===== config.mk =====
export PLATFORM = sky130hd
export DESIGN_NAME = ddm_back
export DESIGN_NICKNAME = d
export VERILOG_FILES = /design/src/design/ddm_pkg.sv /design/src/design/ddm_back.sv
export SDC_FILE = /design/constraint.sdc
export NUM_CORES = 1
export LEC_CHECK = 0
export BUFFER_PORTS_ARGS = -buffer_cell sky130_fd_sc_hd__buf_4
export CORE_UTILIZATION = 40
export CTS_BUF_LIST = sky130_fd_sc_hd__clkbuf_8
export DETAILED_ROUTE_END_ITERATION = 10
export PLACE_DENSITY = 0.81
export SLEW_MARGIN = 5
export SYNTH_ARGS = -nofsm -noshare
export SYNTH_HDL_FRONTEND = slang
export SYNTH_SLANG_ARGS = --single-unit

===== constraint.sdc =====
create_clock -name clk -period 1.25 [get_ports clk]
set_input_delay 0.25 -clock clk [delete_from_list [all_inputs] [get_ports clk]]
set_output_delay 0.25 -clock clk [all_outputs]
set_load 0.02 [all_outputs]

===== src/design/ddm_pkg.sv =====
// Package for the differential drive mixer: widths, codes and beat types.
// No dependencies.
`timescale 1ns / 1ps
package ddm_pkg;

    localparam int SPEED_WIDTH = 16;
    localparam int SW          = SPEED_WIDTH;
    localparam int FRAC        = SW - 2;
    localparam int QW          = SW - 1;      // quotient width, quotients never exceed 1.0
    localparam int DW          = 18;          // divisor width
    localparam int NW          = SW + 19;     // dividend width
    localparam int MW          = SW + 18;     // arc product width
    localparam int PW          = SW + 32;     // curvature product width
    localparam int CW          = SW + 34;     // curvature numerator width
    localparam int CURV_SHIFT  = 21;
    localparam int DDM_LATENCY = QW + 5;
    localparam logic [15:0] BASE_RESET = 16'd256;

    localparam logic signed [SW-1:0] SMAX = {1'b0, {(SW-1){1'b1}}};
    localparam logic signed [SW-1:0] SMIN = {1'b1, {(SW-1){1'b0}}};
    localparam logic signed [SW-1:0] ONE  = SW'(1) <<< FRAC;

    typedef enum logic [2:0] {
        CMD_TANK      = 3'd0,
        CMD_ARCADE    = 3'd1,
        CMD_CURVATURE = 3'd2,
        CMD_ROTATE    = 3'd3,
        CMD_ARC       = 3'd4
    } cmd_e;

    typedef struct packed {
        logic [2:0]             command;
        logic signed [SW-1:0]   first_speed;
        logic signed [SW-1:0]   second_speed;
        logic signed [15:0]     curvature_in;
        logic signed [15:0]     arc_radius;
        logic                   reverse_allowed;
    } drive_cmd_t;

    typedef struct packed {
        logic signed [SW-1:0]   left_target;
        logic signed [SW-1:0]   right_target;
    } wheel_targets_t;

    // Sideband that rides along the divider
    typedef struct packed {
        logic signed [SW-1:0]   direct_l;
        logic signed [SW-1:0]   direct_r;
        logic                   use_div;
        logic                   arc_sat;
        logic                   neg_l;
        logic                   neg_r;
    } ddm_side_t;

endpackage


===== src/design/ddm_back.sv =====
// Result stage: applies arc signs, picks the mode result, registers the result beat.
// Depends on ddm_pkg.
`timescale 1ns / 1ps
module ddm_back
    import ddm_pkg::*;
(
    input  logic            clk,
    input  logic            rst_n,
    input  logic            in_valid,
    input  ddm_side_t       side,
    input  logic [QW-1:0]   quo_a,
    input  logic [QW-1:0]   quo_b,
    output logic            done,
    output wheel_targets_t  targets
);

    logic signed [SW-1:0] qa;
    logic signed [SW-1:0] qb;
    wheel_targets_t       res_next;
    logic                 done_reg;
    wheel_targets_t       res_reg;

    // quotients stay within 1.0, so negation cannot overflow
    always_comb
    begin
        qa = $signed(SW'(quo_a));
        qb = $signed(SW'(quo_b));
        res_next.left_target  = side.direct_l;
        res_next.right_target = side.direct_r;
        if (side.use_div)
        begin
            res_next.left_target = side.neg_l ? -qa : qa;
            if (side.arc_sat)
                res_next.right_target = side.neg_r ? -ONE : ONE;
            else
                res_next.right_target = side.neg_r ? -qb : qb;
        end
    end

    always_ff @(posedge clk or negedge rst_n)
    begin
        if (!rst_n)
            done_reg <= 1'b0;
        else
            done_reg <= in_valid;
    end

    always_ff @(posedge clk)
    begin
        res_reg <= res_next;
    end

    assign done    = done_reg;
    assign targets = res_reg;

endmodule


After elaboration in Yosys (flattened, before gate mapping) --
Cells that the tools add are included.
Storage, ports and cells: word-level logic and storage cells 10, output and inout bits 33, bits of input ports 69, register bits after elaboration 33
Operators by class: multiplexer cells 5, $add $sub $neg 2
Operators by type and width (number):
- two-way mux 16 bit | 4
- two-way mux 32 bit | 1
- negator 15 -> 16 bit | 2

Logic depth before layout (Yosys ltp) --
word-level depth 4, depth in mapped cells 6, mapped depth without buffers 6

Least setup slack after synthesis --
No wires, ideal clock.
path type input -> register, start input port quo_b[4], end register res_reg (netlist bit targets[15]), library setup time 119 ps, arrival time 1452 ps, path slack -321 ps, buffers on the path 1, cell stages on the path 5, data required time 1131 ps, path through or3_1 > buf_6 > or4_1 > o21ai_1 > o21ai_1
RTL lines:
- from (decl) | line ddm_back.sv:12 | input logic [QW-1:0] quo_b,
- to (signal assigned) | line ddm_back.sv:50 | res_reg <= res_next;
- to (decl) | line ddm_back.sv:21 | wheel_targets_t res_reg;

==> results.sh <==
export IMPL_yosys_register_bits=33
export IMPL_synth_common_cells="dfxtp_1 (32), nor2_1 (24), a21oi_1 (14)"
export IMPL_yosys_cell_count_top_type="dfxtp_1"
export IMPL_grt_pass1_wl_um=8349
export IMPL_fin_crit_ps=1320
export IMPL_holdPathStages=1
export IMPL_netlist_instances=199
export IMPL_fin_util_pct=77.01
export IMPL_tns_ps=-228.6
export IMPL_synth_edf_count=0
export IMPL_synth_ff_type="dfxtp_1"
export IMPL_synth_seq_area_share_pct=38.49
export IMPL_rows=23
export IMPL_hold_viol=0
export IMPL_worstPathMaxFanout=4
export IMPL_p_leak_nw=1.438
export IMPL_cts_root_buf="clkbuf_8"
export IMPL_grt_pass1_vias=1880
export IMPL_area_growth_pct=81.98
export IMPL_ys_top_cells_by_area="dfxtp_1 (37%), o2bb2ai_1 (6.6%), xor2_1 (6.1%)"
export IMPL_post_dp_cell_area_mm2=0.002851
export IMPL_max_freq_mhz=757.7
export IMPL_cp_data_required_time_ps=1420
export IMPL_cts_tree="built"
export IMPL_fin_hold_ws_ps=83.44
export IMPL_largest_reg_flops=32
export IMPL_synth_top_area_share_pct=37.05
export IMPL_total_power_mw=2.936
export IMPL_rsz0062_at_grt="true"
export IMPL_drt_first_iter_violations=87
export IMPL_antenna_found_initial=0
export IMPL_drv_cap=0
export IMPL_dr_pass1_iters=4
export IMPL_vias=2045
export IMPL_syn_num_nets=270
export IMPL_fp_dieW_um=67.75
export IMPL_grt_max_degree=36
export IMPL_worst_slew_pin_slew_ps=402.8
export IMPL_syn_avg_cell_area_um2=8.689
export IMPL_outcome="complete, but fails checks"
export IMPL_dp_hpwl_um=4202
export IMPL_end_kind="register"
export IMPL_wl_per_cell_um=14.95
export IMPL_initial_core_util_pct=42.31
export IMPL_power_density_mw_per_mm2=933.0
export IMPL_dieHeight_um=67.75
export IMPL_final_cells=387
export IMPL_relSlewSlack_pct=72.79
export IMPL_synth_warning_count=0
export IMPL_fin_crit_sh_pct=105.6
export IMPL_clockBufferDepth=2
export IMPL_dp_slack_ps=-507.7
export IMPL_wirelength_um=5787
export IMPL_syn_cell_area_mm2=0.001729
export IMPL_cts_clk_slew_worst_paths_ps=70
export IMPL_cts_buffers=5
export IMPL_dieArea_mm2=0.004590
export IMPL_yosysTopAreaCell="dfxtp_1"
export IMPL_core_mm2=0.004086
export IMPL_dp_cells=377
export IMPL_cts_setup_buffers=0
export IMPL_drc=0
export IMPL_report_final_setup_viol=5
export IMPL_synth_distinct_cells=39
export IMPL_io_pins=102
export IMPL_io_buffers=101
export IMPL_violations="setup timing"
export IMPL_synthArstFlopShare_pct=3.030
export IMPL_num_antenna_cells=0
export IMPL_gp_congestion=0.8882
export IMPL_start_kind="input port"
export IMPL_grt_overflow=0
export IMPL_vias_per_cell=5.284
export IMPL_critPathKind="input port to register"
export IMPL_peakVddDrop_mv=0.6819
export IMPL_clock_sinks=33
export IMPL_maxSlewViolCount=0
export IMPL_grt_usage_pct=24.25
export IMPL_drive_above_1_share_pct=50.74
export IMPL_htreeDepth=2
export IMPL_final_nets=407
export IMPL_setup_slack_ps=-69.77
export IMPL_ant_nets=0
export IMPL_worstPathArrival_ps=1490
export IMPL_postLayoutCellArea_mm2=0.003147
export IMPL_worst_hold_path_type="input port to register"
[layout by cell type, fill, tap and decap left out, drive strengths merged, types with 3 or more instances in the layout]
| cell | instances |
|---|---|
| mux2i | 4 |
| or4 | 3 |
| o21ai | 4 |
| buf | 139 |
| o31ai | 6 |
| or3 | 5 |
| o2bb2ai | 13 |
| inv | 8 |
| a31oi | 5 |
| clkbuf | 6 |
| nor2b | 3 |
| nand2 | 10 |
| nor4 | 6 |
| nor3 | 3 |
| a21oi | 14 |
| nor2 | 24 |
| xor2 | 12 |
| o41ai | 5 |
| xnor2 | 10 |
| dfxtp | 32 |
[power by group]
group	total, mW	internal, mW	switching, mW
Combinational	0.951	0.492	0.459
Sequential	1.17	1.15	0.0263
Clock	0.810	0.433	0.377
Total	2.94	2.07	0.863
[final timing paths]
| path | start | to | slack (ps) |
|---|---|---|---|
| setup / recovery | quo_b[5] | targets[15]$_DFF_P_ | -70 |
| hold / removal | in_valid | done$_DFF_PN0_ | 80 |
| max in group asynchronous | rst_n | done$_DFF_PN0_ | 890 |
| min in group asynchronous | rst_n | done$_DFF_PN0_ | 280 |
[what timing repair did]
action	in CTS	in global routing
pin swaps	6	19
endpoints found under the hold margin	1	0
gates cloned	0	1
resized for setup	11	23
endpoints found under the setup margin	11	15
hold buffers	1	0
[area by class of cell]
class,count,area (um2)
multi-input cells,148,1174
repair buffers,140,1124
fillers,289,939.7
flip-flops and latches,33,665.6
clock buffers,6,82.58
well taps,50,62.56
inverters,8,31.28
clock inverters,2,7.507
[cell families (layout without fill, tap and decap cells)]
logic type,count (synthesis),after routing,synth area share [%]
buf+inv,19,156,4.559
fa+ha+maj,2,2,1.447
xor+xnor,22,22,11.14
compound gates,53,53,21.64
flops,33,33,38.49
mux,6,6,3.618
simple gates,64,65,19.10
[critical path, stage by stage]
cell,delay [ps]
buf_6,90
or3_4,430
or4_1,520
o21ai_1,140
o21ai_1,60
[routing by layer]
layer | track usage, % | part of all wire, %
met2 | 42.20 | 52
met3 | 4.392 | 4.9
met1 | 30.01 | 42
met5 | 0 | 0
met4 | 6.915 | 0.71
Note: power is estimated with default switching activity, not from simulation.
