### src/design/ddm_pkg.sv
// Package for the differential drive mixer: widths, codes and beat types.
// No dependencies.
`timescale 1ns / 1ps
package ddm_pkg;

    localparam int SPEED_WIDTH = 16;
    localparam int SW          = SPEED_WIDTH;
    localparam int FRAC        = SW - 2;
    localparam int QW          = SW - 1;      // quotient width, quotients never exceed 1.0
    localparam int DW          = 18;          // divisor width
    localparam int NW          = SW + 19;     // dividend width
    localparam int MW          = SW + 18;     // arc product width
    localparam int PW          = SW + 32;     // curvature product width
    localparam int CW          = SW + 34;     // curvature numerator width
    localparam int CURV_SHIFT  = 21;
    localparam int DDM_LATENCY = QW + 5;
    localparam logic [15:0] BASE_RESET = 16'd256;

    localparam logic signed [SW-1:0] SMAX = {1'b0, {(SW-1){1'b1}}};
    localparam logic signed [SW-1:0] SMIN = {1'b1, {(SW-1){1'b0}}};
    localparam logic signed [SW-1:0] ONE  = SW'(1) <<< FRAC;

    typedef enum logic [2:0] {
        CMD_TANK      = 3'd0,
        CMD_ARCADE    = 3'd1,
        CMD_CURVATURE = 3'd2,
        CMD_ROTATE    = 3'd3,
        CMD_ARC       = 3'd4
    } cmd_e;

    typedef struct packed {
        logic [2:0]             command;
        logic signed [SW-1:0]   first_speed;
        logic signed [SW-1:0]   second_speed;
        logic signed [15:0]     curvature_in;
        logic signed [15:0]     arc_radius;
        logic                   reverse_allowed;
    } drive_cmd_t;

    typedef struct packed {
        logic signed [SW-1:0]   left_target;
        logic signed [SW-1:0]   right_target;
    } wheel_targets_t;

    // Sideband that rides along the divider
    typedef struct packed {
        logic signed [SW-1:0]   direct_l;
        logic signed [SW-1:0]   direct_r;
        logic                   use_div;
        logic                   arc_sat;
        logic                   neg_l;
        logic                   neg_r;
    } ddm_side_t;

endpackage

### src/design/ddm_divider.sv
// Pipelined restoring divider pair, one quotient bit per stage, sideband alongside.
// Depends on ddm_pkg.
`timescale 1ns / 1ps
module ddm_divider
    import ddm_pkg::*;
(
    input  logic           clk,
    input  logic           rst_n,
    input  logic           in_valid,
    input  ddm_side_t      in_side,
    input  logic [NW-1:0]  num_a,
    input  logic [DW-1:0]  den_a,
    input  logic [NW-1:0]  num_b,
    input  logic [DW-1:0]  den_b,
    output logic           out_valid,
    output ddm_side_t      out_side,
    output logic [QW-1:0]  quo_a,
    output logic [QW-1:0]  quo_b
);

    logic           vld_reg  [QW];
    ddm_side_t      side_reg [QW];
    logic [NW-1:0]  ra_reg   [QW];
    logic [DW-1:0]  da_reg   [QW];
    logic [QW-1:0]  qa_reg   [QW];
    logic [NW-1:0]  rb_reg   [QW];
    logic [DW-1:0]  db_reg   [QW];
    logic [QW-1:0]  qb_reg   [QW];

    for (genvar k = 0; k < QW; k++)
    begin : g_stage
        localparam int BIT = QW - 1 - k;

        logic          v_in;
        ddm_side_t     s_in;
        logic [NW-1:0] ra_in;
        logic [DW-1:0] da_in;
        logic [QW-1:0] qa_in;
        logic [NW-1:0] rb_in;
        logic [DW-1:0] db_in;
        logic [QW-1:0] qb_in;
        logic [NW-1:0] sha;
        logic [NW-1:0] shb;
        logic [NW-1:0] ra_next;
        logic [QW-1:0] qa_next;
        logic [NW-1:0] rb_next;
        logic [QW-1:0] qb_next;

        if (k == 0)
        begin : g_first
            assign v_in  = in_valid;
            assign s_in  = in_side;
            assign ra_in = num_a;
            assign da_in = den_a;
            assign qa_in = '0;
            assign rb_in = num_b;
            assign db_in = den_b;
            assign qb_in = '0;
        end
        else
        begin : g_next
            assign v_in  = vld_reg[k-1];
            assign s_in  = side_reg[k-1];
            assign ra_in = ra_reg[k-1];
            assign da_in = da_reg[k-1];
            assign qa_in = qa_reg[k-1];
            assign rb_in = rb_reg[k-1];
            assign db_in = db_reg[k-1];
            assign qb_in = qb_reg[k-1];
        end

        // trial subtract of the shifted divisor
        always_comb
        begin
            sha = NW'(da_in) << BIT;
            shb = NW'(db_in) << BIT;
            ra_next = ra_in;
            qa_next = qa_in;
            rb_next = rb_in;
            qb_next = qb_in;
            if (ra_in >= sha)
            begin
                ra_next = ra_in - sha;
                qa_next = qa_in | (QW'(1) << BIT);
            end
            if (rb_in >= shb)
            begin
                rb_next = rb_in - shb;
                qb_next = qb_in | (QW'(1) << BIT);
            end
        end

        always_ff @(posedge clk or negedge rst_n)
        begin
            if (!rst_n)
                vld_reg[k] <= 1'b0;
            else
                vld_reg[k] <= v_in;
        end

        always_ff @(posedge clk)
        begin
            side_reg[k] <= s_in;
            ra_reg[k]   <= ra_next;
            da_reg[k]   <= da_in;
            qa_reg[k]   <= qa_next;
            rb_reg[k]   <= rb_next;
            db_reg[k]   <= db_in;
            qb_reg[k]   <= qb_next;
        end
    end

    assign out_valid = vld_reg[QW-1];
    assign out_side  = side_reg[QW-1];
    assign quo_a     = qa_reg[QW-1];
    assign quo_b     = qb_reg[QW-1];

endmodule

### config.mk
export PLATFORM = sky130hd
export DESIGN_NAME = ddm_divider
export DESIGN_NICKNAME = d
export VERILOG_FILES = /design/src/design/ddm_pkg.sv /design/src/design/ddm_divider.sv
export SDC_FILE = /design/constraint.sdc
export NUM_CORES = 2
export LEC_CHECK = 0
export BUFFER_PORTS_ARGS = -buffer_cell sky130_fd_sc_hd__buf_2
export CAP_MARGIN = 10
export CORE_UTILIZATION = 52
export CTS_BUF_LIST = sky130_fd_sc_hd__clkbuf_8
export CTS_CLUSTER_SIZE = 24
export DETAILED_ROUTE_END_ITERATION = 7
export GPL_TIMING_DRIVEN = 0
export PLACE_DENSITY = 0.67
export SLEW_MARGIN = 20
export SYNTH_ARGS = -nofsm -noshare
export SYNTH_HDL_FRONTEND = slang
export SYNTH_SLANG_ARGS = --single-unit
export TNS_END_PERCENT = 50
### constraint.sdc
create_clock -name clk -period 4.55 [get_ports clk]
set_clock_uncertainty 0.05 [all_clocks]
set_input_delay 0.2275 -clock clk [delete_from_list [all_inputs] [get_ports clk]]
set_output_delay 0.2275 -clock clk [all_outputs]
set_load 0.01 [all_outputs]
Word level (Yosys, flattened, before mapping)
Memories as Yosys holds them, arrays and structs flattened.
Cells that the tools add are included.

storage, ports and cells
  flip-flop bits (word level) = 15
  latch bits = 0
  bits in writable memories = 2580
  memory bits (read-only) = 0
  bits of input ports = 145
  output and inout port bits = 67
  memories = 7

cells by class
  add/sub/neg operators = 30
  multipliers = 0
  divide/modulo/power cells = 0
  $lt $le $gt $ge = 30
  equal/unequal tests = 0
  shift-type cells = 0
  mux-type cells = 60
  bitwise logic cells = 0
  reduce and logical (&&, ||, !) cells = 0

memory list
  memory           depth  width  read ports  clocked after Yosys merged registers in  write ports  line               RTL
  side_reg         15     36     15          0                                        15           ddm_divider.sv:22  ddm_side_t side_reg [QW];
  ra_reg           15     35     14          0                                        15           ddm_divider.sv:23  logic [NW-1:0] ra_reg [QW];
  rb_reg           15     35     14          0                                        15           ddm_divider.sv:26  logic [NW-1:0] rb_reg [QW];
  da_reg           15     18     14          0                                        15           ddm_divider.sv:24  logic [DW-1:0] da_reg [QW];
  db_reg           15     18     14          0                                        15           ddm_divider.sv:27  logic [DW-1:0] db_reg [QW];
  qa_reg           15     15     15          0                                        15           ddm_divider.sv:25  logic [QW-1:0] qa_reg [QW];
  1 more memories  --     --     --          --                                       --           --

operators by type and width
  cell                            number
  two-way mux 35 bit              30
  >= comparator 35 x 18 -> 1 bit  2
  >= comparator 35 x 19 -> 1 bit  2
  >= comparator 35 x 20 -> 1 bit  2
  >= comparator 35 x 21 -> 1 bit  2
  >= comparator 35 x 22 -> 1 bit  2
  >= comparator 35 x 23 -> 1 bit  2
  >= comparator 35 x 24 -> 1 bit  2
  >= comparator 35 x 25 -> 1 bit  2
  >= comparator 35 x 26 -> 1 bit  2
  >= comparator 35 x 27 -> 1 bit  2
  >= comparator 35 x 28 -> 1 bit  2
  >= comparator 35 x 29 -> 1 bit  2
  >= comparator 35 x 30 -> 1 bit  2
  >= comparator 35 x 31 -> 1 bit  2
  >= comparator 35 x 32 -> 1 bit  2
  subtractor 35 x 18 -> 35 bit    2
  subtractor 35 x 19 -> 35 bit    2
  subtractor 35 x 20 -> 35 bit    2
  subtractor 35 x 21 -> 35 bit    2
  subtractor 35 x 22 -> 35 bit    2
  subtractor 35 x 23 -> 35 bit    2
  subtractor 35 x 24 -> 35 bit    2
  subtractor 35 x 25 -> 35 bit    2
  22 further kinds                44

Depth between registers and ports, before layout
An unclocked memory read counts as a cell.

  depth in word-level cells = 3
  depth in mapped cells = 15
  mapped depth without buffers = 14

Worst setup path after synthesis
No wires, ideal clock.

  path kind = register to register
  start point = memory rb_reg[1][141] (netlist name)
  end point = memory rb_reg[1][209] (netlist name)
  data arrival time = 2.986 ns
  setup slack = 1.394 ns
  stages on the path, launching flop included = 13
  period minus slack after synthesis = 3.156 ns
  cell sequence = dfxtp_1 inv_1 ha_1 fa_1 nand2b_1 a211o_1 a21o_1 a31oi_1 o21ai_0 o311a_4 a211oi_1 nand2b_1 xnor2_1

RTL lines
  element      line
  from (decl)  ddm_divider.sv:26

==> flow_results.org <==
** Run status
- Result of the run :: finished, final reports clean

** Power and ir drop
- Sequential group share of total power :: between 40% and 50%
- Cell internal power dissipation :: around 44 mW
- Net switching power :: ~22 mW
- Net switching is about 34% of the power.
- Gate power share :: 33.7%
- Power consumption :: between 60 and 70 mW
- VDD sags by at most 0.000359 V.
- PD cells :: 680 nW/um^2
- In this run the static leakage power is 43.7 nW.
- Per report_power, the clock group accounts for about 26% of the total.

** Synth
- Count of yosys warnings during synthesis :: 0
- Dominant cell by count in the synthesized netlist :: dfxtp_1
- Share of synthesized registers carrying an async set or reset :: less than 1%
- Number of flops mapped to enable cells by yosys :: 0
- After synthesis the netlist holds a flip-flop and latch count of 2279.
- Mean post-synth cell area :: 10.3 sq um
- Synthesis handed over a netlist of 8160 instances.
- Of all cell types, the one taking the most synthesized area is dfxtp_1.
- Ranking of synthesized cells by instance count :: 2264 x dfxtp_1, 674 x inv_1, 592 x nor2_1
- Area of the mapped netlist :: roughly 84000 sq um
- Yosys top cell area share :: 54.1%
- For this run, the register share of the synthesized area comes to 54.6%.
- Net count after synthesis :: 8873
- In the post-synthesis netlist, the biggest area contributors are dfxtp_1 54%, ha_1 8.1%, xnor2_1 3.8%.
- Most used DFF post-synth :: dfxtp_1
- Counting distinct cell types in the post-synthesis netlist gives a little over 90.

** CTS
- No sink is reached through more buffers than the 4 on the longest clock path.
- Clock tree synthesis inserted a total of 367 buffers.
- Setup Fix Bufs, Post-CTS :: 0
- Skew-Pair Late Insertion Delay :: 1020 ps
- CTS tree :: done
- Clock-pin slew on the worst setup and hold paths :: 60 ps
- CTS root buffer :: clkbuf_8
- The clock net in this run drives a total of 2279 sinks.
- Maximum level of the CTS H-tree :: 5

** Worst setup path
- Kind of critical path :: flip-flop to flip-flop
- At the worst endpoint, the required time is ~5400 ps.
- Capture instance of the worst register-to-register path :: ra_reg[0][84]$_DFF_P_
- CP bufs+invs :: 4
- Data arrives at the worst endpoint at 5180 ps.
- On the worst path, the slowest cell contributes a delay of 620 ps.
- Worst flop-to-flop path startpoint :: da_reg[1][13]$_DFF_P_
- STA classifies the critical path endpoint as a flip-flop.
- The setup check on the worst reg-to-reg path leaves a slack of 190 ps.
- Cell Chain, Critical Path :: inv_1, ha_1, clkbuf_1, nand4_1, or4_1, nor4_1, nor3_1, o211ai_1, clkbuf_1, buf_1, a21oi_1
- In this run the worst path has a maximum fanout of 10.
- Dominant delay contributor by cell family on the critical path :: simple AND/OR/NAND/NOR gates
- Slowest cell on the critical path :: nor4_1
- In this design, the critical path's most frequently occurring cell is clkbuf_1.
- For the worst flop-to-flop path, the logic depth is 11.
- The worst setup path is launched from a flip-flop.

** GRT
- In the global route stage, met1 resource usage came out at 24.4%.
- Largest net degree at the start of global routing :: 17
- GR Util met3 :: 3.96%
- Met2 track utilization from global routing :: approximately two fifths
- Number of global-route vias before repair :: 60300
- After global routing the overflow that remains totals 0.
- The number of antenna violations at the first check in global routing came to 1.
- Most Used Layer, Global Route :: met2
- The first global-routing pass estimated 292000 um of wire.
- Global routing consumed, over all layers together, 21.9% of the routing resources.

** Flow run
- Max-cap violations in this run came to 0.

** Timing
- Worst Setup Slack, final :: ~190 ps
- Dividing the final minimum period by the clock period gives 95.9%.
- For this run, the top clock speed supported by timing is 229 MHz.
- Slew Limit Fails :: 0
- The worst pin sits at a relative slew slack of a little over a quarter.
- Min cycle time layout :: 4360 ps
- Slew at the pin with the worst max-slew slack :: 1090 ps
- Unrepaired setup endpoints after global routing :: false
- Number of hold violations in the final report :: 0
- Setup violations remaining at the end of the flow were counted as 0.

** Die
- Number of placed I/O pins :: around 210
- Once the floorplan was initialized, standard cells occupied 52.6% of the core.
- Row count :: 146
- Horizontal extent of the die :: 403 um
- In this run the standard cell core region covers around 160000 sq um.
- Die ar. :: approximately 160000 sq um
- DIE HEIGHT :: 403 um

** Detailed routing
- For this block, the initial DRC count from the detailed router was 2465.
- The routed layout has 58700 vias.
- Total wire length :: between 150000 and 200000 um
- Final antenna-violating net count :: 0
- Number of remaining DRC errors :: 0
- Average wire per cell in the routed design :: 15.6 um
- Number of optimization iterations in the first detailed-route pass :: 8
- In the routed layout, each cell is associated on average with a via count of 5.12.

** Min path
- Min-Delay Startpoint :: db_reg[1][28]$_DFF_P_
- The worst hold path was traced through 0 stages.
- Hold Path End :: db_reg[1][46]$_DFF_P_
- Hold Crit Class :: flip-flop to flip-flop

** Finish
- The register with the most flip-flops in the layout has 540 of them.
- Final net count :: slightly below 10000
- Area of combinational cells with multiple inputs :: between 30000 and 40000 sq um
- Summing all flip-flop and latch instances after layout gives 45700 sq um.
- Fill cells in the final layout number 12900.
- Share of post-route cells with drive strength above 1 :: 10.3%
- P&R area growth vs syn :: 17.1%

** Placed design
- The count of buffers added on input and output ports is 211.
- After legalization and detailed placement, the total HPWL measured 133000 um.
- Worst Setup Slack post-DPL :: -21.4 ps
- Routability-driven placement finished with a final weighted congestion of 0.951.
[placed cells by master (no fill, tap or decap), drive strengths merged, types with 92 or more instances in the layout]
cell and instances:
a21o 187, a21oi 551, buf 240, clkbuf 570, dfxtp 2264, dlygate4sd3 322
ha 540, inv 782, mux2 107, nand2 465, nand2b 113, nand3 120
nor2 592, nor2b 92, nor3 172, nor4 122, o21ai 384, xnor2 361
xor2 274
[how the worst max path moves through the flow]
stage / from / end / cells after the start
6_report: da_reg[1][13]$_DFF_P_ / ra_reg[0][84]$_DFF_P_ / 11
3_5_place_dp: db_reg[0][45]$_DFF_P_ / rb_reg[0][132]$_DFF_P_ / 11
3_3_place_gp: db_reg[0][45]$_DFF_P_ / rb_reg[0][132]$_DFF_P_ / 11
2_1_floorplan: rb_reg[1][141]$_DFF_P_ / rb_reg[1][209]$_DFF_P_ / 12
5_1_grt: da_reg[1][13]$_DFF_P_ / ra_reg[0][93]$_DFF_P_ / 11
4_1_cts: db_reg[0][28]$_DFF_P_ / rb_reg[0][98]$_DFF_P_ / 12
[power groups by stage]
stage	registers [mW]	clock network, mW	logic, mW
after floorplan	26.6	0	17.6
after global placement	27.6	0	21.5
after detailed placement	27.6	0	21.8
after CTS	27.2	17.5	22.3
after global routing	27.7	18.5	25.1
final	27.2	17.0	22.4
[cell families after synthesis]
family | after synthesis | share of synthesized area, %
DFF | 2279 | 54.6
and+or+nand+nor | 2104 | 12.6
AOI/OAI and AO/OA | 1642 | 12.2
buffers and inverters | 817 | 3.71
xor gates and xnor gates | 635 | 6.64
adders and majority gates | 568 | 8.74
muxes | 115 | 1.53
[final cells by class]
cell class              instances  share of cell area [%]
clock buffers                 459                    6.44
diodes                          1                 0.00255
flip-flops and latches       2279                    46.6
multi-input cells            5064                    35.7
well taps                    2146                    2.74
inverters                     677                    2.59
repair buffers                533                    4.36
clock inverters               165                    1.01
plain buffers                 140                   0.581
[metrics by stage]
step | hold slack (ps) | area, sq um | TNS, ps | std cells | util (%)
2_1_floorplan | -118 | 83800 | 0 | 8160 | -
3_3_place_gp | 85.4 | 87500 | 0 | 10500 | 55.0
3_5_place_dp | 97.6 | 87500 | -75.1 | 10500 | 55.0
4_1_cts | 110 | 98000 | 0 | 11500 | 61.6
5_1_grt | 213 | 98000 | 0 | 11500 | 61.6
6_report | 227 | 98000 | 0 | 11500 | 61.6
[timing repair]
item                                    CTS  global route
endpoints found under the setup margin    9             9
hold buffers                            322             0
hold endpoints to repair                158             0
gates cloned                              0             0
resized for setup                         1             1
[per-layer routing]
metal	vias up	routed length, um
li1	29900	-
met1	26800	75200
met2	1476	88100
met3	555	6990
met4	0	8770
met5	-	0
Power figures use the tool's default switching activity.
