--- src/design/ddm_pkg.sv ---
// Package for the differential drive mixer: widths, codes and beat types.
// No dependencies.
`timescale 1ns / 1ps
package ddm_pkg;

    localparam int SPEED_WIDTH = 16;
    localparam int SW          = SPEED_WIDTH;
    localparam int FRAC        = SW - 2;
    localparam int QW          = SW - 1;      // quotient width, quotients never exceed 1.0
    localparam int DW          = 18;          // divisor width
    localparam int NW          = SW + 19;     // dividend width
    localparam int MW          = SW + 18;     // arc product width
    localparam int PW          = SW + 32;     // curvature product width
    localparam int CW          = SW + 34;     // curvature numerator width
    localparam int CURV_SHIFT  = 21;
    localparam int DDM_LATENCY = QW + 5;
    localparam logic [15:0] BASE_RESET = 16'd256;

    localparam logic signed [SW-1:0] SMAX = {1'b0, {(SW-1){1'b1}}};
    localparam logic signed [SW-1:0] SMIN = {1'b1, {(SW-1){1'b0}}};
    localparam logic signed [SW-1:0] ONE  = SW'(1) <<< FRAC;

    typedef enum logic [2:0] {
        CMD_TANK      = 3'd0,
        CMD_ARCADE    = 3'd1,
        CMD_CURVATURE = 3'd2,
        CMD_ROTATE    = 3'd3,
        CMD_ARC       = 3'd4
    } cmd_e;

    typedef struct packed {
        logic [2:0]             command;
        logic signed [SW-1:0]   first_speed;
        logic signed [SW-1:0]   second_speed;
        logic signed [15:0]     curvature_in;
        logic signed [15:0]     arc_radius;
        logic                   reverse_allowed;
    } drive_cmd_t;

    typedef struct packed {
        logic signed [SW-1:0]   left_target;
        logic signed [SW-1:0]   right_target;
    } wheel_targets_t;

    // Sideband that rides along the divider
    typedef struct packed {
        logic signed [SW-1:0]   direct_l;
        logic signed [SW-1:0]   direct_r;
        logic                   use_div;
        logic                   arc_sat;
        logic                   neg_l;
        logic                   neg_r;
    } ddm_side_t;

endpackage

--- src/design/ddm_front.sv ---
// Operand stages of the mixer: direct modes, products, curvature rounding, divider setup.
// Depends on ddm_pkg.
`timescale 1ns / 1ps
module ddm_front
    import ddm_pkg::*;
(
    input  logic               clk,
    input  logic               rst_n,
    input  logic               in_valid,
    input  drive_cmd_t         drive,
    input  logic [15:0]        base_len,
    output logic               out_valid,
    output ddm_side_t          side,
    output logic [NW-1:0]      num_a,
    output logic [DW-1:0]      den_a,
    output logic [NW-1:0]      num_b,
    output logic [DW-1:0]      den_b
);

    // round to nearest (ties away from zero) by 2^CURV_SHIFT, then saturate
    function automatic logic signed [SW-1:0] round_sat(input logic signed [CW-1:0] n);
        logic [CW-1:0] m;
        logic [CW-1:0] q;
        logic signed [SW-1:0] r;
        m = (n < 0) ? CW'(-n) : CW'(n);
        q = (m + (CW'(1) << (CURV_SHIFT - 1))) >> CURV_SHIFT;
        if (n < 0)
        begin
            if (q > CW'({1'b1, {(SW-1){1'b0}}}))
                r = SMIN;
            else
                r = -SW'(q);
        end
        else
        begin
            if (q > CW'(SMAX))
                r = SMAX;
            else
                r = SW'(q);
        end
        return r;
    endfunction

    function automatic logic signed [SW-1:0] neg_sat(input logic signed [SW-1:0] v);
        return (v == SMIN) ? SMAX : -v;
    endfunction

    // ---- stage 1: capture beat and wheel base
    logic        s1_valid_reg;
    drive_cmd_t  s1_cmd_reg;
    logic [15:0] s1_base_reg;

    always_ff @(posedge clk or negedge rst_n)
    begin
        if (!rst_n)
            s1_valid_reg <= 1'b0;
        else
            s1_valid_reg <= in_valid;
    end

    always_ff @(posedge clk)
    begin
        s1_cmd_reg  <= drive;
        s1_base_reg <= base_len;
    end

    // ---- stage 1 -> 2: direct results, first products, arc terms
    logic signed [SW-1:0]    a1;
    logic signed [SW:0]      sum1;
    logic signed [SW:0]      dif1;
    logic signed [SW-1:0]    dl2_next;
    logic signed [SW-1:0]    dr2_next;
    logic signed [SW+15:0]   ac2_next;
    logic [SW-1:0]           absa2_next;
    logic [15:0]             absr1;
    logic [16:0]             d2_next;
    logic signed [DW-1:0]    dm1;
    logic [DW-1:0]           dp2_next;
    logic [16:0]             absdm2_next;
    logic                    negl2_next;
    logic                    usediv2_next;
    logic                    curv2_next;
    logic                    swap2_next;

    always_comb
    begin
        a1    = s1_cmd_reg.first_speed;
        sum1  = (SW+1)'(a1) + (SW+1)'(s1_cmd_reg.second_speed);
        dif1  = (SW+1)'(a1) - (SW+1)'(s1_cmd_reg.second_speed);
        dl2_next = '0;
        dr2_next = '0;
        case (s1_cmd_reg.command)
            CMD_TANK:
            begin
                dl2_next = a1;
                dr2_next = s1_cmd_reg.second_speed;
            end
            CMD_ARCADE:
            begin
                if (sum1 > (SW+1)'(ONE))
                    dl2_next = ONE;
                else if (sum1 < -(SW+1)'(ONE))
                    dl2_next = -ONE;
                else
                    dl2_next = SW'(sum1);
                if (dif1 > (SW+1)'(ONE))
                    dr2_next = ONE;
                else if (dif1 < -(SW+1)'(ONE))
                    dr2_next = -ONE;
                else
                    dr2_next = SW'(dif1);
            end
            CMD_ROTATE, CMD_ARC:
            begin
                dl2_next = a1;
                dr2_next = neg_sat(a1);
            end
            default:
            begin
                dl2_next = '0;
                dr2_next = '0;
            end
        endcase
        ac2_next    = (SW+16)'(a1) * (SW+16)'(s1_cmd_reg.curvature_in);
        absa2_next  = (a1 < 0) ? SW'(-a1) : SW'(a1);
        absr1       = (s1_cmd_reg.arc_radius < 0) ? 16'(-s1_cmd_reg.arc_radius)
                                                  : 16'(s1_cmd_reg.arc_radius);
        d2_next     = {absr1, 1'b0};
        dm1         = $signed(DW'(d2_next)) - $signed(DW'(s1_base_reg));
        dp2_next    = DW'(d2_next) + DW'(s1_base_reg);
        absdm2_next = (dm1 < 0) ? 17'(-dm1) : 17'(dm1);
        negl2_next  = (a1 < 0) ^ (dm1 < 0) ^ (s1_cmd_reg.arc_radius < 0);
        usediv2_next = (s1_cmd_reg.command == CMD_ARC) && (s1_cmd_reg.arc_radius != 0);
        curv2_next  = (s1_cmd_reg.command == CMD_CURVATURE);
        swap2_next  = s1_cmd_reg.reverse_allowed && (a1 < 0);
    end

    logic                    s2_valid_reg;
    logic signed [SW-1:0]    s2_a_reg;
    logic [15:0]             s2_base_reg;
    logic signed [SW-1:0]    s2_dl_reg;
    logic signed [SW-1:0]    s2_dr_reg;
    logic signed [SW+15:0]   s2_ac_reg;
    logic [SW-1:0]           s2_absa_reg;
    logic [16:0]             s2_d_reg;
    logic [DW-1:0]           s2_dp_reg;
    logic [16:0]             s2_absdm_reg;
    logic                    s2_negl_reg;
    logic                    s2_usediv_reg;
    logic                    s2_curv_reg;
    logic                    s2_swap_reg;

    always_ff @(posedge clk or negedge rst_n)
    begin
        if (!rst_n)
            s2_valid_reg <= 1'b0;
        else
            s2_valid_reg <= s1_valid_reg;
    end

    always_ff @(posedge clk)
    begin
        s2_a_reg      <= a1;
        s2_base_reg   <= s1_base_reg;
        s2_dl_reg     <= dl2_next;
        s2_dr_reg     <= dr2_next;
        s2_ac_reg     <= ac2_next;
        s2_absa_reg   <= absa2_next;
        s2_d_reg      <= d2_next;
        s2_dp_reg     <= dp2_next;
        s2_absdm_reg  <= absdm2_next;
        s2_negl_reg   <= negl2_next;
        s2_usediv_reg <= usediv2_next;
        s2_curv_reg   <= curv2_next;
        s2_swap_reg   <= swap2_next;
    end

    // ---- stage 2 -> 3: second products
    logic signed [PW-1:0] p3_next;
    logic [MW-1:0]        ml3_next;
    logic [MW-1:0]        mr3_next;

    always_comb
    begin
        p3_next  = PW'(s2_ac_reg) * PW'($signed({1'b0, s2_base_reg}));
        ml3_next = MW'(s2_absa_reg) * MW'(s2_absdm_reg);
        mr3_next = MW'(s2_absa_reg) * MW'(s2_dp_reg);
    end

    logic                    s3_valid_reg;
    logic signed [SW-1:0]    s3_a_reg;
    logic signed [SW-1:0]    s3_dl_reg;
    logic signed [SW-1:0]    s3_dr_reg;
    logic signed [PW-1:0]    s3_p_reg;
    logic [MW-1:0]           s3_ml_reg;
    logic [MW-1:0]           s3_mr_reg;
    logic [16:0]             s3_d_reg;
    logic [DW-1:0]           s3_dp_reg;
    logic [16:0]             s3_absdm_reg;
    logic                    s3_negl_reg;
    logic                    s3_usediv_reg;
    logic                    s3_curv_reg;
    logic                    s3_swap_reg;

    always_ff @(posedge clk or negedge rst_n)
    begin
        if (!rst_n)
            s3_valid_reg <= 1'b0;
        else
            s3_valid_reg <= s2_valid_reg;
    end

    always_ff @(posedge clk)
    begin
        s3_a_reg      <= s2_a_reg;
        s3_dl_reg     <= s2_dl_reg;
        s3_dr_reg     <= s2_dr_reg;
        s3_p_reg      <= p3_next;
        s3_ml_reg     <= ml3_next;
        s3_mr_reg     <= mr3_next;
        s3_d_reg      <= s2_d_reg;
        s3_dp_reg     <= s2_dp_reg;
        s3_absdm_reg  <= s2_absdm_reg;
        s3_negl_reg   <= s2_negl_reg;
        s3_usediv_reg <= s2_usediv_reg;
        s3_curv_reg   <= s2_curv_reg;
        s3_swap_reg   <= s2_swap_reg;
    end

    // ---- stage 3 -> 4: curvature result, divider operands
    logic signed [CW-1:0] ash;
    logic signed [SW-1:0] cl;
    logic signed [SW-1:0] cr;
    logic                 arc_sat;
    ddm_side_t            side_next;
    logic [NW-1:0]        numa_next;
    logic [DW-1:0]        dena_next;
    logic [NW-1:0]        numb_next;

    always_comb
    begin
        ash = CW'(s3_a_reg) <<< CURV_SHIFT;
        cl  = round_sat(ash - CW'(s3_p_reg));
        cr  = round_sat(ash + CW'(s3_p_reg));
        side_next.direct_l = s3_dl_reg;
        side_next.direct_r = s3_dr_reg;
        if (s3_curv_reg)
        begin
            side_next.direct_l = s3_swap_reg ? cr : cl;
            side_next.direct_r = s3_swap_reg ? cl : cr;
        end
        // larger wheel over 1.0: normalize against d+b
        arc_sat = s3_mr_reg > (MW'(s3_d_reg) << FRAC);
        side_next.use_div = s3_usediv_reg;
        side_next.arc_sat = arc_sat;
        side_next.neg_l   = s3_negl_reg;
        side_next.neg_r   = (s3_a_reg < 0);
        if (arc_sat)
        begin
            numa_next = (NW'(s3_absdm_reg) << FRAC) + NW'(s3_dp_reg >> 1);
            dena_next = s3_dp_reg;
        end
        else
        begin
            numa_next = NW'(s3_ml_reg) + NW'(s3_d_reg >> 1);
            dena_next = DW'(s3_d_reg);
        end
        numb_next = NW'(s3_mr_reg) + NW'(s3_d_reg >> 1);
    end

    logic          s4_valid_reg;
    ddm_side_t     s4_side_reg;
    logic [NW-1:0] s4_numa_reg;
    logic [DW-1:0] s4_dena_reg;
    logic [NW-1:0] s4_numb_reg;
    logic [DW-1:0] s4_denb_reg;

    always_ff @(posedge clk or negedge rst_n)
    begin
        if (!rst_n)
            s4_valid_reg <= 1'b0;
        else
            s4_valid_reg <= s3_valid_reg;
    end

    always_ff @(posedge clk)
    begin
        s4_side_reg <= side_next;
        s4_numa_reg <= numa_next;
        s4_dena_reg <= dena_next;
        s4_numb_reg <= numb_next;
        s4_denb_reg <= DW'(s3_d_reg);
    end

    assign out_valid = s4_valid_reg;
    assign side      = s4_side_reg;
    assign num_a     = s4_numa_reg;
    assign den_a     = s4_dena_reg;
    assign num_b     = s4_numb_reg;
    assign den_b     = s4_denb_reg;

endmodule

--- config.mk ---
export PLATFORM = sky130hd
export DESIGN_NAME = ddm_front
export DESIGN_NICKNAME = d
export VERILOG_FILES = /design/src/design/ddm_pkg.sv /design/src/design/ddm_front.sv
export SDC_FILE = /design/constraint.sdc
export NUM_CORES = 2
export LEC_CHECK = 0
export ABC_AREA = 1
export BUFFER_PORTS_ARGS = -buffer_cell sky130_fd_sc_hd__buf_2
export CAP_MARGIN = 20
export CORE_MARGIN = 5
export CORE_UTILIZATION = 35
export DETAILED_ROUTE_END_ITERATION = 16
export PLACE_DENSITY = 0.52
export SYNTH_ARGS = -nofsm -noshare
export SYNTH_HDL_FRONTEND = slang
export SYNTH_SLANG_ARGS = --single-unit
--- constraint.sdc ---
create_clock -name clk -period 8.4 [get_ports clk]
set_input_delay 0.84 -clock clk [delete_from_list [all_inputs] [get_ports clk]]
set_output_delay 0.84 -clock clk [all_outputs]
set_load 0.05 [all_outputs]
[Word-level counts from Yosys, hierarchy flattened]
Index checks and enable logic that the tools add are counted.
Word-level totals
  flip-flop bits (word level): 613
Cells by class
  reduce and logical (&&, ||, !) cells: 6
  muxes and demuxes: 23
  equal/unequal tests: 5
  magnitude comparators: 15
  multipliers: 4
  $add $sub $neg: 18
  bitwise operators: 2
Operators with widths (number)
  $mux 16: 15
  $add 50x21->50 const B: 2
  $mux 50: 2
  $neg 49->50: 2
  $lt 49x1->1 const B: 2
  $neg 16->16: 4
  $gt 29x15->1 const B: 2
  $gt 29x16->1 const B: 2
  $add 37x48->49: 1
  $sub 37x48->49: 1
  $lt 16x1->1 const B: 3
  $mul 32x17->48: 1
  $pmux 16 s3: 1
  $add 34x16->35: 1
  $add 33x16->34: 1
  $gt 17x16->1 const B: 2
  $gt 34x31->1: 1
  $lt 17x15->1 const B: 2
  $mul 16x18->34: 1
  $mux 17: 2
  $mux 34: 1
  $mul 16x17->33: 1
  $add 31x17->32: 1
  $mul 16x16->32: 1
  other kinds (18): 21

[Logic depth before layout (Yosys ltp)]
  depth after elaboration: 9
  depth in mapped cells: 42

[Least setup slack after synthesis]
OpenSTA, ideal clock, no wires.
  kind: register -> register
  from: reg s2_ac_reg[1]
  to: reg s3_p_reg[44]
  period minus slack after synthesis: 6836 ps
  setup time: 72 ps
  arrival time: 6764 ps
  setup slack: 1564 ps
  cell stages (with the launch flop): 29
  cells stage by stage: dfxtp_1 > clkbuf_1 > clkbuf_1 > nand2_1 > fa_1 > inv_1 > fa_1 > ha_1 > fa_1 > inv_1 > fa_1 > fa_1 > inv_1 > ha_1 > a21oi_1 > a21boi_0 > o21ai_0 > a21oi_1 > o21bai_1 > a21oi_1 > o21ai_0 > a21boi_0 > o21ai_0 > a21boi_0 > o21ai_0 > a21boi_0 > o21bai_1 > a21oi_1 > xor2_1
On the way
  word-level cells in the longest chain between the ends: 1
RTL lines
  start, declared: RTL line ddm_front.sv:143  | logic signed [SW+15:0] s2_ac_reg;
  start signal, assigned: RTL line ddm_front.sv:167  | s2_ac_reg <= ac2_next;
  $mul 32x17->48: RTL line ddm_front.sv:185  | p3_next = PW'(s2_ac_reg) * PW'($signed({1'b0, s2_base_reg}));
  net p3_next[44]: RTL line ddm_front.sv:179  | logic signed [PW-1:0] p3_next;
  end signal, assigned: RTL line ddm_front.sv:218  | s3_p_reg <= p3_next;
  end, declared: RTL line ddm_front.sv:194  | logic signed [PW-1:0] s3_p_reg;
The timed path passes the listed nets, and every way through them passes these cells.
A chain may end at the register's enable or synchronous reset.

[Worst setup path after layout]
  from: reg s2_ac_reg[3]
  to: reg s3_p_reg[44]
The elaborated chain is that of the path after synthesis.

==> flow_summary_export.csv <==
group,metric,value,unit
outcome,outcome,"finished clean",
routing,vias,63630,
floorplan,fp.dieArea,0.2294,mm²
floorplan,die_h,479.0,µm
routing,dr.pass1.iters,7,
timing,hold_slack,0.1973,ns
global_routing,grt_max_degree,65,
floorplan,dieWidth,479.0,µm
routing,drc,0,
final_layout,mostFrequentLayoutCells,"nand2_1 (2,790), inv_1 (2,394), fa_1 (1,184)",
floorplan,rows,172,
placement,io_buffers,226,
timing,relSlewSlack,27.54,%
setup_path,cp.arrival,8.40,ns
synthesis,post_synth.cell_area_avg,7.562,µm²
hold_path,hold_class,"in2reg",
synthesis,synth_edf_count,0,
synthesis,async_reset_ff_share,0.6590,%
synthesis,yosysTopAreaCell,"fa_1",
global_routing,grtUsageTotal,23.26,%
synthesis,synth_top_area_share,30.79,%
final_layout,final_area,0.08402,mm²
timing,max_freq,0.1282,GHz
routing,routedWlPerCell,20.16,µm
synthesis,synthAdderAreaFrac,40.27,%
routing,vias_per_cell,4.823,
timing,tightest_slew,1.087,ns
floorplan,start_util,35.10,%
routing,met2_wirelength,123.7,mm
routing,highest_layer,"met4",
setup_path,end_kind,"flip-flop",
final_layout,area_growth,9.146,%
clock_network,cts_tree,"done",
global_routing,grt_pass1_vias,65690,
timing,clock_skew,0.06044,ns
placement,gp_congestion,0.9472,
clock_network,cts.clk_slew.worst_paths,0.05,ns
timing,fin_crit,7.798,ns
setup_path,cp.required,9.00,ns
final_layout,largest_reg_flops,52,
synthesis,netlist_instances,10180,
clock_network,clock_path_buffers,3,
clock_network,cts_setup_buffers,0,
synthesis,synth_area,0.07698,mm²
routing,routed_wl,266.0,mm
synthesis,synthXorXnorAreaFrac,3.833,%
final_layout,layout_commonest_cell,"nand2_1",
global_routing,grt_overflow_total,0,
placement,placed_area,0.08100,mm²
final_layout,drive_gt1_share,6.462,%
floorplan,pin_count,230,
final_layout,postLayoutCoreUtil,38.31,%
synthesis,synth_compound_area_share,4.489,%
placement,hpwlAfterDp,223.7,mm
final_layout,nNetsFinal,12080,
synthesis,yosys.cell_types.count,60,
clock_network,cts_root_buf,"clkbuf_16",
timing,finalHoldViolations,0,
clock_network,cts_sinks,607,
clock_network,cts_resized,0,
setup_path,r2r_cells,26,
synthesis,yosysWarningCount,0,
timing,setup_tns,0,ns
routing,ant_nets,0,
synthesis,synth-seq-cells,607,
synthesis,ys_seq_area_share,15.81,%
synthesis,synthMuxAreaShare,0,%
global_routing,antenna_found_initial,34,
timing,drv_slew,0,
routing,met3WireLength,14.24,mm
global_routing,grt_pass1_wl,406.9,mm
setup_path,criticalPathCategory,"reg2reg",
timing,timing.final.setup_violations,0,
synthesis,yosys-top-cells-area,"fa_1 (31%), dfxtp_1 (16%), nand2_1 (14%)",
clock_network,h-tree-depth,3,
clock_network,worstSkewPairLatency,0.74,ns
floorplan,coreArea,0.2193,mm²
setup_path,rrSetupSlack,0.60,ns
timing,period_share,92.83,%
clock_network,cts_inserted_buffers,80,
routing,drt-met1-wl,118.1,mm
clock_network,cts.hold.buffers_added,1,
hold_path,hold-path-cell-count,1,
setup_path,crit_fanout,16,
synthesis,synth-simple-area-share,21.62,%
setup_path,start_kind,"flip-flop",
routing,drt_iter0_markers,4059,
synthesis,synth_top_family_by_area,"adder cells",
timing,rsz0062_at_grt,"false",
synthesis,synthFlopType,"dfxtp_1",
job,cap_viol_max_count,0,
-- worst max-delay path, stage by stage, from the launching register on --
cell and delay (ns):
dfxtp_1 0.78, nand2_1 0.15, fa_1 0.50, inv_1 0.06
fa_1 0.48, ha_1 0.23, fa_1 0.53, inv_1 0.05
fa_1 0.46, fa_1 0.55, inv_1 0.04, ha_1 0.35
a21oi_1 0.15, a21boi_0 0.30, o21ai_0 0.15, a21oi_1 0.28
o21bai_1 0.23, a21oi_1 0.32, o21ai_0 0.18, a21boi_0 0.31
o21ai_0 0.18, a21boi_0 0.36, o21ai_0 0.20, a21boi_0 0.31
o21bai_1 0.14, a21oi_1 0.19, xor2_1 0.18
-- final timing paths --
check                        startpoint       endpoint
min                            drive[7]  s1_cmd_reg[7]
max                        s2_ac_reg[3]   s3_p_reg[44]
max in group asynchronous         rst_n      out_valid
min in group asynchronous         rst_n   s1_valid_reg
max reg2reg                s2_ac_reg[3]   s3_p_reg[44]
min reg2reg                s2_d_reg[16]   s3_d_reg[16]
-- per-stage QoR --
step / std cells / setup WS [ns]
after floorplan: 10180 / 1.564
after global placement: 13010 / 0.7661
after detailed placement: 13010 / 0.7264
after CTS: 13160 / 0.6402
after global routing: 13190 / 0.007906
final: 13190 / 0.6021
-- Yosys cell counts (all sizes together), types with 7 or more instances --
cell and n:
a21oi 304, dfxtp 603, nor4 17, nand4 108, clkbuf 335, o21ai 201
inv 2421, xor2 254, nor2 543, buf 55, a211oi 8, o211ai 7
a31oi 21, nand2 2835, nand3 417, nor3 75, fa 1184, nand3b 12
a21o 10, o21bai 37, o31ai 13, ha 583, xnor2 82
-- layout make-up --
| type | instances | area [µm²] |
|---|---|---|
| diodes | 32 | 80.08 |
| clock buffers | 102 | 2235 |
| clock inverters | 47 | 660.6 |
| fillers | 22830 | 135300 |
| inverters | 2424 | 9099 |
| multi-input cells | 6759 | 54060 |
| flip-flops and latches | 607 | 12170 |
| well taps | 2871 | 3592 |
| repair buffers | 352 | 2112 |
-- metal layers --
metal  up-vias  GRT usage [%]
met2      1767          38.40
met1     31460          31.51
met3       339          2.870
met4         0          8.157
li1      30070              -
met5         -              0
-- cell families (layout without fill, tap and decap cells) --
logic type                 count (synthesis)  count (layout)
AOI/OAI and AO/OA                        629             629
other                                      1              35
adders and majority gates               1767            1767
and+or+nand+nor                         4024            4024
DFF                                      607             607
buffers and inverters                   2816            2925
xor gates and xnor gates                 336             336
Power is left out: the tool's default activity adds up to more than one toggle a clock period on the data nets, which glitch-free logic cannot reach.
